**config.mk**
```make
export PLATFORM = sky130hd
export DESIGN_NAME = sorted_priority_queue_unit
export DESIGN_NICKNAME = d
export VERILOG_FILES = /design/src/rtl/core/spq_pkg.sv /design/src/rtl/core/spq_cell.sv /design/src/rtl/core/sorted_priority_queue_unit.sv
export SDC_FILE = /design/constraint.sdc
export NUM_CORES = 2
export LEC_CHECK = 0
export BUFFER_PORTS_ARGS = -buffer_cell sky130_fd_sc_hd__buf_2
export CORE_MARGIN = 2
export CORE_UTILIZATION = 30
export DETAILED_ROUTE_END_ITERATION = 7
export MAX_ROUTING_LAYER = met4
export PLACE_DENSITY = 0.51
export SLEW_MARGIN = 20
export SYNTH_ARGS = -nofsm -noshare
export SYNTH_HDL_FRONTEND = slang
export SYNTH_SLANG_ARGS = --single-unit
```
**constraint.sdc**
```tcl
create_clock -name clk -period 11.29 [get_ports clk]
set_input_delay 2.258 -clock clk [delete_from_list [all_inputs] [get_ports clk]]
set_output_delay 2.258 -clock clk [all_outputs]
set_load 0.01 [all_outputs]
```
**src/rtl/core/spq_pkg.sv**
```systemverilog
`default_nettype none
package spq_pkg;

	// built depth and register reset
	localparam int DEPTH_DEF = 16;
	localparam int CAP_W = 5;
	localparam logic [CAP_W-1:0] CAP_RESET = 5'd16;

	// operation codes
	localparam logic [1:0] FN_ENQ = 2'd0;
	localparam logic [1:0] FN_DEQ = 2'd1;
	localparam logic [1:0] FN_QRY = 2'd2;

	// result status codes
	localparam logic [1:0] ST_OK = 2'd0;
	localparam logic [1:0] ST_OVERFLOW = 2'd1;
	localparam logic [1:0] ST_UNDERFLOW = 2'd2;

	localparam logic signed [31:0] VALUE_NONE = -32'sd1;

	typedef struct packed {
		logic [1:0] func;
		logic signed [31:0] item_value;
		logic signed [31:0] item_priority;
	} spq_in_t;

	typedef struct packed {
		logic [1:0] status;
		logic signed [31:0] out_value;
		logic signed [31:0] out_priority;
		logic is_empty;
		logic is_full;
	} spq_out_t;

	typedef struct packed {
		logic signed [31:0] value;
		logic signed [31:0] prio;
	} spq_entry_t;

	// broadcast from the control to every cell
	typedef struct packed {
		logic enq;
		logic deq;
		spq_entry_t new_entry;
	} spq_cell_ctl_t;

endpackage
`default_nettype wire

```
**src/rtl/core/spq_cell.sv**
```systemverilog
`default_nettype none
module spq_cell (
	input wire logic clk,
	input wire spq_pkg::spq_cell_ctl_t ctl,
	input wire logic occupied,
	input wire logic left_ins,
	input wire spq_pkg::spq_entry_t left_entry,
	input wire spq_pkg::spq_entry_t right_entry,
	output logic ins,
	output spq_pkg::spq_entry_t entry
);

	spq_pkg::spq_entry_t entry_q;

	// new entry belongs at or before this cell (ties stay ahead)
	always_comb begin
		ins = !occupied || (entry_q.prio > ctl.new_entry.prio);
	end

	// insert: first cell past the slot takes the new entry, the rest shift right
	// remove: every cell takes its right neighbour
	always_ff @(posedge clk) begin
		if (ctl.enq) begin
			if (ins && !left_ins) begin
				entry_q <= ctl.new_entry;
			end else if (ins) begin
				entry_q <= left_entry;
			end
		end else if (ctl.deq) begin
			entry_q <= right_entry;
		end
	end

	assign entry = entry_q;

endmodule
`default_nettype wire

```
**src/rtl/core/sorted_priority_queue_unit.sv**
```systemverilog
`default_nettype none
// channel  direction  payload              handshake
// cfg      in         cfg_data (capacity)  cfg_valid / cfg_ready
// in       in         in_data  (spq_in_t)  in_valid / in_ready
// out      out        out_data (spq_out_t) out_valid / out_ready
//
// one item per cycle while in_ready is high: every cell compares its priority with the
// incoming one in parallel and the row shifts in the cycle the item is accepted
// the result is held in an output register; in_ready drops only while a
// result waits and out_ready is low
// reset empties the queue, sets capacity to 16 and clears the output valid
module sorted_priority_queue_unit #(
	parameter int DEPTH = spq_pkg::DEPTH_DEF
) (
	input wire logic clk,
	input wire logic arst_n,
	input wire logic cfg_valid,
	output logic cfg_ready,
	input wire logic [spq_pkg::CAP_W-1:0] cfg_data,
	input wire logic in_valid,
	output logic in_ready,
	input wire spq_pkg::spq_in_t in_data,
	output logic out_valid,
	input wire logic out_ready,
	output spq_pkg::spq_out_t out_data
);

	localparam int CW = $clog2(DEPTH + 1);
	localparam int XW = (CW > spq_pkg::CAP_W) ? CW : spq_pkg::CAP_W;

	logic [spq_pkg::CAP_W-1:0] capacity_q;
	logic [CW-1:0] count_q;
	logic out_valid_q;
	spq_pkg::spq_out_t out_data_q;

	logic fire;
	logic [XW-1:0] cap_x;
	logic [XW-1:0] cap_eff;
	logic [XW-1:0] count_x;
	logic [XW-1:0] count_nx;
	logic full_now;
	logic empty_now;
	logic enq_ok;
	logic deq_ok;
	logic [CW-1:0] count_d;
	spq_pkg::spq_out_t res;
	spq_pkg::spq_cell_ctl_t ctl;

	logic ins [DEPTH];
	spq_pkg::spq_entry_t entries [DEPTH];

	assign cfg_ready = 1'b1;
	assign in_ready = !out_valid_q || out_ready;
	assign fire = in_valid && in_ready;

	// capacity in effect and flags before the operation
	always_comb begin
		cap_x = XW'(capacity_q);
		cap_eff = (cap_x > XW'(DEPTH)) ? XW'(DEPTH) : cap_x;
		count_x = XW'(count_q);
		full_now = count_x >= cap_eff;
		empty_now = count_q == '0;
		enq_ok = fire && (in_data.func == spq_pkg::FN_ENQ) && !full_now;
		deq_ok = fire && (in_data.func == spq_pkg::FN_DEQ) && !empty_now;
	end

	// next count and result item
	always_comb begin
		count_d = count_q;
		if (enq_ok) begin
			count_d = count_q + CW'(1);
		end else if (deq_ok) begin
			count_d = count_q - CW'(1);
		end
		count_nx = XW'(count_d);
		res.status = spq_pkg::ST_OK;
		res.out_value = '0;
		res.out_priority = '0;
		if (in_data.func == spq_pkg::FN_ENQ) begin
			if (full_now) begin
				res.status = spq_pkg::ST_OVERFLOW;
			end
		end else if (in_data.func == spq_pkg::FN_DEQ) begin
			if (empty_now) begin
				res.status = spq_pkg::ST_UNDERFLOW;
				res.out_value = spq_pkg::VALUE_NONE;
			end else begin
				res.out_value = entries[0].value;
				res.out_priority = entries[0].prio;
			end
		end
		res.is_empty = count_d == '0;
		res.is_full = count_nx >= cap_eff;
	end

	// broadcast to the cell row
	always_comb begin
		ctl.enq = enq_ok;
		ctl.deq = deq_ok;
		ctl.new_entry.value = in_data.item_value;
		ctl.new_entry.prio = in_data.item_priority;
	end

	// row of cells, head at index 0
	for (genvar i = 0; i < DEPTH; i++) begin : g_cell
		logic left_ins;
		spq_pkg::spq_entry_t left_entry;
		spq_pkg::spq_entry_t right_entry;
		logic occupied;

		assign occupied = CW'(i) < count_q;
		if (i == 0) begin : g_head
			assign left_ins = 1'b0;
			assign left_entry = ctl.new_entry;
		end else begin : g_body
			assign left_ins = ins[i-1];
			assign left_entry = entries[i-1];
		end
		if (i == DEPTH - 1) begin : g_tail
			assign right_entry = entries[i];
		end else begin : g_mid
			assign right_entry = entries[i+1];
		end

		spq_cell u_cell (
			.clk(clk),
			.ctl(ctl),
			.occupied(occupied),
			.left_ins(left_ins),
			.left_entry(left_entry),
			.right_entry(right_entry),
			.ins(ins[i]),
			.entry(entries[i])
		);
	end

	// control state
	always_ff @(posedge clk or negedge arst_n) begin
		if (!arst_n) begin
			capacity_q <= spq_pkg::CAP_RESET;
			count_q <= '0;
			out_valid_q <= 1'b0;
		end else begin
			if (cfg_valid && cfg_ready) begin
				capacity_q <= cfg_data;
			end
			count_q <= count_d;
			if (fire) begin
				out_valid_q <= 1'b1;
			end else if (out_ready) begin
				out_valid_q <= 1'b0;
			end
		end
	end

	// output register
	always_ff @(posedge clk) begin
		if (fire) begin
			out_data_q <= res;
		end
	end

	assign out_valid = out_valid_q;
	assign out_data = out_data_q;

endmodule
`default_nettype wire

```
Word-level counts from Yosys, hierarchy flattened
Cells that the tools add are included.

word-level totals
  memories kept = 0
  logic and storage cells = 261
  bits in latches = 0
  bits in writable memories = 0
  ROM bits = 0
  output and inout port bits = 71
  input bits = 76
  flip-flop bits (word level) = 1103

operators by class
  bitwise logic cells = 1
  multiplexer cells = 72
  $mul = 0
  add/sub/neg operators = 2
  reduce and logical (&&, ||, !) cells = 95
  div/mod/pow operators = 0
  equal/unequal tests = 16
  shift-type cells = 0
  order comparisons = 35

operators with widths
  kind                                                                     number
  64-bit 2-to-1 mux                                                        61
  32-bit > comparator                                                      16
  66-bit 2-to-1 mux                                                        1
  32-bit 2-to-1 mux                                                        2
  3-bit by 1-bit inequality test with 1-bit output, second input constant  14
  4-bit by 5-bit < comparator with 1-bit output, first input constant      8
  1-bit zero test                                                          34
  2-bit AND reduction                                                      16
  1-bit logical AND                                                        20
  3-bit by 5-bit < comparator with 1-bit output, first input constant      4
  1-bit logical OR                                                         17
  5-bit 2-to-1 mux                                                         3
  5-bit >= comparator                                                      2
  5-bit zero test                                                          2
  1-bit by 5-bit < comparator with 1-bit output, first input constant      2
  2-bit by 5-bit < comparator with 1-bit output, first input constant      2
  2-bit nonzero test                                                       3
  5-bit by 1-bit adder with 5-bit output, second input constant            1
  5-bit > comparator, second input constant                                1
  5-bit by 1-bit subtractor with 5-bit output, second input constant       1
  2-bit 2-to-1 mux                                                         2
  1-bit 2-to-1 mux                                                         3
  3-bit OR reduction                                                       1
  2-bit by 1-bit equality test with 1-bit output, second input constant    1
  other kinds (4)                                                          4

Depth between registers and ports, before layout
  depth in word-level cells = 8
  mapped depth = 20
  depth with buffers taken out = 16

By module
Synthesis repeated with hierarchy kept, for this count alone.

unflattened totals
  cell total of the unflattened synthesis = 8820
  area total of the unflattened synthesis = 80467.2 µm²

by module, submodules not included
  module                      times used  area each (µm²)  cells an instance  sequential area each (µm²)
  spq_cell                    16          4805.9           535                1921.8
  sorted_priority_queue_unit  1           3573.4           260                2318.5

Least setup slack after synthesis
OpenSTA, ideal clock, no wires.

  path type = input to register
  start point = input out_ready
  end point = register g_cell[0].u_cell.entry_q, in the netlist g_cell[0].u_cell.entry[0], enable pin
  stages on the path = 9
  required time = 10.715 ns
  library setup time = 0.575 ns
  path buffers = 5
  slack = 0.640 ns
  arrival = 10.076 ns
  path through = nand2b_1 -> and2_1 -> clkbuf_1 -> nand3_1 -> clkbuf_1 -> clkbuf_1 -> clkbuf_1 -> clkbuf_1 -> o21ai_0

between the ends
  word-level cells in the longest chain between the ends = 6
  elaborated cells on any way between the ends = 9
  those cells by class = 1 x eq/ne; 8 x reduce/logical

ends and longest elaborated chain
  what                                                                                                     line                                                                RTL
  from (decl)                                                                                              sorted_priority_queue_unit.sv:24                                    input wire logic out_ready,
  1-bit logical OR *                                                                                       sorted_priority_queue_unit.sv:53                                    assign in_ready = !out_valid_q || out_ready;
  1-bit logical AND *                                                                                      sorted_priority_queue_unit.sv:54                                    assign fire = in_valid && in_ready;
  via fire                                                                                                 sorted_priority_queue_unit.sv:36                                    logic fire;
  1-bit logical AND (on tied branches) (2 in a row)                                                        sorted_priority_queue_unit.sv:63, sorted_priority_queue_unit.sv:64
  2-bit by 1-bit inequality test with 1-bit output (no line) / 2-bit nonzero test (equally long branches)  --
  2-bit AND reduction (no line) *                                                                          --
  to (signal assigned)                                                                                     spq_cell.sv:25                                                      entry_q <= ctl.new_entry;
  to (signal assigned)                                                                                     spq_cell.sv:27                                                      entry_q <= left_entry;
  to (signal assigned)                                                                                     spq_cell.sv:30                                                      entry_q <= right_entry;
  to (decl)                                                                                                spq_cell.sv:13                                                      spq_pkg::spq_entry_t entry_q;

Mark *: on every way through the listed nets, which the timed path passes. The rest lies on a longest branch.
A chain may end at the register's enable or synchronous reset.

Final worst setup path
  start point = input in_data[13] (netlist name)
  end point = register g_cell[14].u_cell.entry_q, in the netlist g_cell[14].u_cell.entry[45], data pin

between the ends
  word-level cells in the longest chain between the ends = 6
  elaborated cells on any way between the ends = 8
  those cells by class = 2 x order compare; 2 x mux; 4 x reduce/logical

ends and longest elaborated chain
  what                  line                              RTL
  from (decl)           sorted_priority_queue_unit.sv:22  input wire spq_pkg::spq_in_t in_data,
  32-bit > comparator   spq_cell.sv:17                    ins = !occupied || (entry_q.prio > ctl.new_entry.prio);
  1-bit logical OR      spq_cell.sv:17
  1-bit zero test       spq_cell.sv:24                    if (ins && !left_ins) begin
  1-bit logical AND *   spq_cell.sv:24
  64-bit 2-to-1 mux *   spq_cell.sv:24
  64-bit 2-to-1 mux *   spq_cell.sv:23                    if (ctl.enq) begin
  to (signal assigned)  spq_cell.sv:25
  to (signal assigned)  spq_cell.sv:27
  to (signal assigned)  spq_cell.sv:30
  to (decl)             spq_cell.sv:13

Mark *: on every way between the ends. The rest lies on a longest branch, timed or not.

==> metrics.md <==
| Metric | Value |
|---|---|
| Psw | 6.53 mW |
| Distinct cells, synth | 80 |
| Max-Cap Viols | 0 |
| HP Class | flop to flop |
| Number of synthesized flops with an enable pin | 1092 |
| Critical Setup Path Class | input pin to flop |
| Post-Synth XOR/XNOR Area | 0.0519% |
| Part of the cycle the worst path needs | 67.8% |
| Switching Share | 42.7% |
| Pleak | 26.9 nW |
| RD Place Congestion | 0.980 |
| Final Hold Vio Count | 0 |
| # resized after CTS | 0 |
| Ratio of cells with drive above 1 in the final layout | 8.86% |
| Die area | 229000 um^2 |
| Clock network power share | 28.9% |
| Avg WL per Cell | 32.2 um |
| Final Setup Violations | 0 |
| Port bufs | 145 |
| Initial Util | 30.1% |
| Crit. End Element | flop |
| Core area | 224000 um^2 |
| CP max FO | 49 |
| Cell Area, Placed | 70500 um^2 |
| Status | completed |
| First-pass GRT wire length | 426000 um |
| Main flop type after synthesis | edfxtp_1 |
| Design Area, Final | 74800 um^2 |
| Setup bufs post-CTS | 0 |
| Power per cell area | 205 nW/um^2 |
| Die Height | 478 um |
| RSZ-0062 raised after global routing | no |
| Area Growth Syn to Fin | 10.9% |
| Fmax | 0.131 GHz |
| Clk_lat worst skew | 0.83 ns |
| Mapped Cells | 6580 |
| Slew Limit Fails | 0 |
| Net Count, Synth | 7181 |
| Final ANT Viol Nets | 0 |
| Critical Path RT | 11.97 ns |
| Syn Std Cell Area | 67500 um^2 |
| Root Buffer | clkbuf_16 |
| Most frequent cells in the layout | edfxtp_1, a21oi_1, nand2_1 |
| Reg clk slew, reported paths | 0.06 ns |
| HPWL Detailed | 191000 um |
| Largest net degree at the start of global routing | 200 |
| Row count | 174 |
| First-pass DRT Iterations | 7 |
| Chip width | 478 um |
| Slew headroom | 12.5% |
| Average cell area after synthesis | 10.3 um^2 |
| CTS Hold Buffers Added | 0 |
| P_int | 8.77 mW |
| Peak supply drop | 0.234 mV |
| Hold WS | 0.518 ns |
| Clock buffer count from CTS | 136 |
| Yosys reg bits | 1103 |
| Mux contribution to synthesized area | 1.14% |
| Combinational Power Share | 35.3% |
| Asr flop ratio synth | 0.997% |
| Final min period | 7.66 ns |
| Fillcell total | 22600 |
| Sequential power share | 35.9% |
| Main combinational cell family by area after synthesis | compound AO/OA/AOI/OAI gates |
| Vias in the first global route | 55700 |
| Global route overflow | 0 |
| Arr. time, crit path | 8.34 ns |
| Tot GR Track Use | 26.3% |
| Commonest non-fill, non-tap cell in the layout | edfxtp_1 |
| Post-Route Skew | 0.0440 ns |
| Fin Setup TNS | 0 ns |
| Placed cell count | 9189 |
| Num ports | 147 |
| CTS Sinks | 1103 |
| Simple-gate share of the synthesized area | 10.1% |
| Register area share after synthesis | 49.0% |
| CTS tree | done |
| Final nets | 6937 |
| Critical path startpoint category | input pin |
| Adder-Cell Fraction of Synth Area | 9.74% |
| Maximum buffer depth of the clock tree | 3 |
| Number of antenna violations at the first check in global routing | 32 |
| Compound-Gate Fraction of Synth Area | 25.3% |
| Drc violations | 0 |
| Via density | 6.30 |
| Final Non-Filler Cells | 9445 |
| Synth warnings | 0 |
| Initial DRC Count | 8810 |
| WL final | 304000 um |
| Least-Margin Pin Slew | 1.30 ns |
| H-tree depth | 4 |
| Routed vias | 59500 |
per-layer routing:
layer  vias to the layer above  wire length, um  track usage (%)
met4                         0            16100             12.2
li1                      25200                -                -
met5                         -                0                -
met2                      3771           133000             38.7
met1                     29800           124000             34.5
met3                       745            31100             5.61
power by group through the flow:
stage	Sequential [mW]	Combinational [mW]	Clock [mW]
after floorplan	5.43	3.07	0
after global placement	5.55	5.15	0
after detailed placement	5.55	5.22	0
after CTS	5.47	5.24	4.46
after global routing	5.51	5.57	4.60
final	5.49	5.39	4.42
final timing paths:
path,startpoint,end,slack (ns),cells past startpoint
setup / recovery,in_data[13],g_cell[14].u_cell.entry[45]$_DFFE_PP_,3.63,13
hold / removal,cap_x[0]$_DFFE_PN0P_,cap_x[0]$_DFFE_PN0P_,0.52,1
setup reg to reg,cap_x[4]$_DFFE_PN1P_,g_cell[13].u_cell.entry[13]$_DFFE_PP_,4.73,10
max in group asynchronous,arst_n,cap_x[4]$_DFFE_PN1P_,9.60,1
hold reg to reg,cap_x[0]$_DFFE_PN0P_,cap_x[0]$_DFFE_PN0P_,0.52,1
min in group asynchronous,arst_n,cap_x[2]$_DFFE_PN0P_,1.37,1
Yosys cell counts (10+ instances only):
library cell | count | area [um^2]
buf_1 | 77 | 289
edfxtp_1 | 1092 | 32800
inv_1 | 77 | 289
a221o_1 | 507 | 5070
and3_1 | 37 | 231
ha_1 | 525 | 6570
mux2_2 | 68 | 766
o21ai_1 | 47 | 235
a31oi_1 | 387 | 2420
nand4_1 | 98 | 613
buf_6 | 23 | 259
a21oi_1 | 944 | 4720
nand3_1 | 159 | 796
clkbuf_1 | 360 | 1350
nor4_1 | 19 | 119
nand2_1 | 630 | 2360
nor2b_1 | 27 | 169
o211ai_1 | 22 | 165
nand2b_1 | 16 | 100
a221oi_1 | 15 | 131
buf_4 | 26 | 195
dfrtp_1 | 10 | 250
and2_1 | 41 | 257
buf_2 | 143 | 716
a21o_1 | 194 | 1460
nor2_1 | 452 | 1700
nor3_1 | 15 | 75.1
o21ai_0 | 417 | 2090
per-stage QoR:
stage	worst slack, ns	power (mW)	util [%]
after floorplan	0.640	8.50	-
after global placement	2.93	10.7	31.4
after detailed placement	2.98	10.8	31.4
after CTS	3.82	15.2	33.3
after global routing	3.61	15.7	33.4
final	3.63	15.3	33.4
final cells by class:
type	instances	area, um^2	area share [%]
diodes	20	50.0	0.0669
clock buffers	167	3580	4.79
clock inverters	68	688	0.920
inverters	77	289	0.386
multi-input cells	4766	31700	42.4
flip-flops and latches	1103	33100	44.2
well taps	2992	3740	5.00
repair buffers	252	1700	2.27
cells by family (layout without fill, tap and decap cells):
group	count (synthesis)	after routing
compound gates	2619	2619
simple gates	1549	1549
flops	1103	1103
buf+inv	711	564
fa+ha+maj	525	525
mux	68	68
xor+xnor	4	4
other cells	1	21
worst max-delay path, cell delays in order:
cell	delay (ns)
buf_2	0.18
inv_1	0.62
ha_1	0.37
a21o_1	0.18
a21o_1	0.17
a21oi_1	0.52
o211ai_1	0.36
a211oi_1	0.60
or2_4	0.68
buf_4	0.68
and2_4	0.57
buf_4	0.77
a221o_1	0.29
registers in the layout (all words and copies together), names as in the netlist:
name and count:
out_data 68, cap_x 5, out_valid 1, count_q 5, g_cell.u_cell.entry 1024
(Power assumes the default switching activity.)
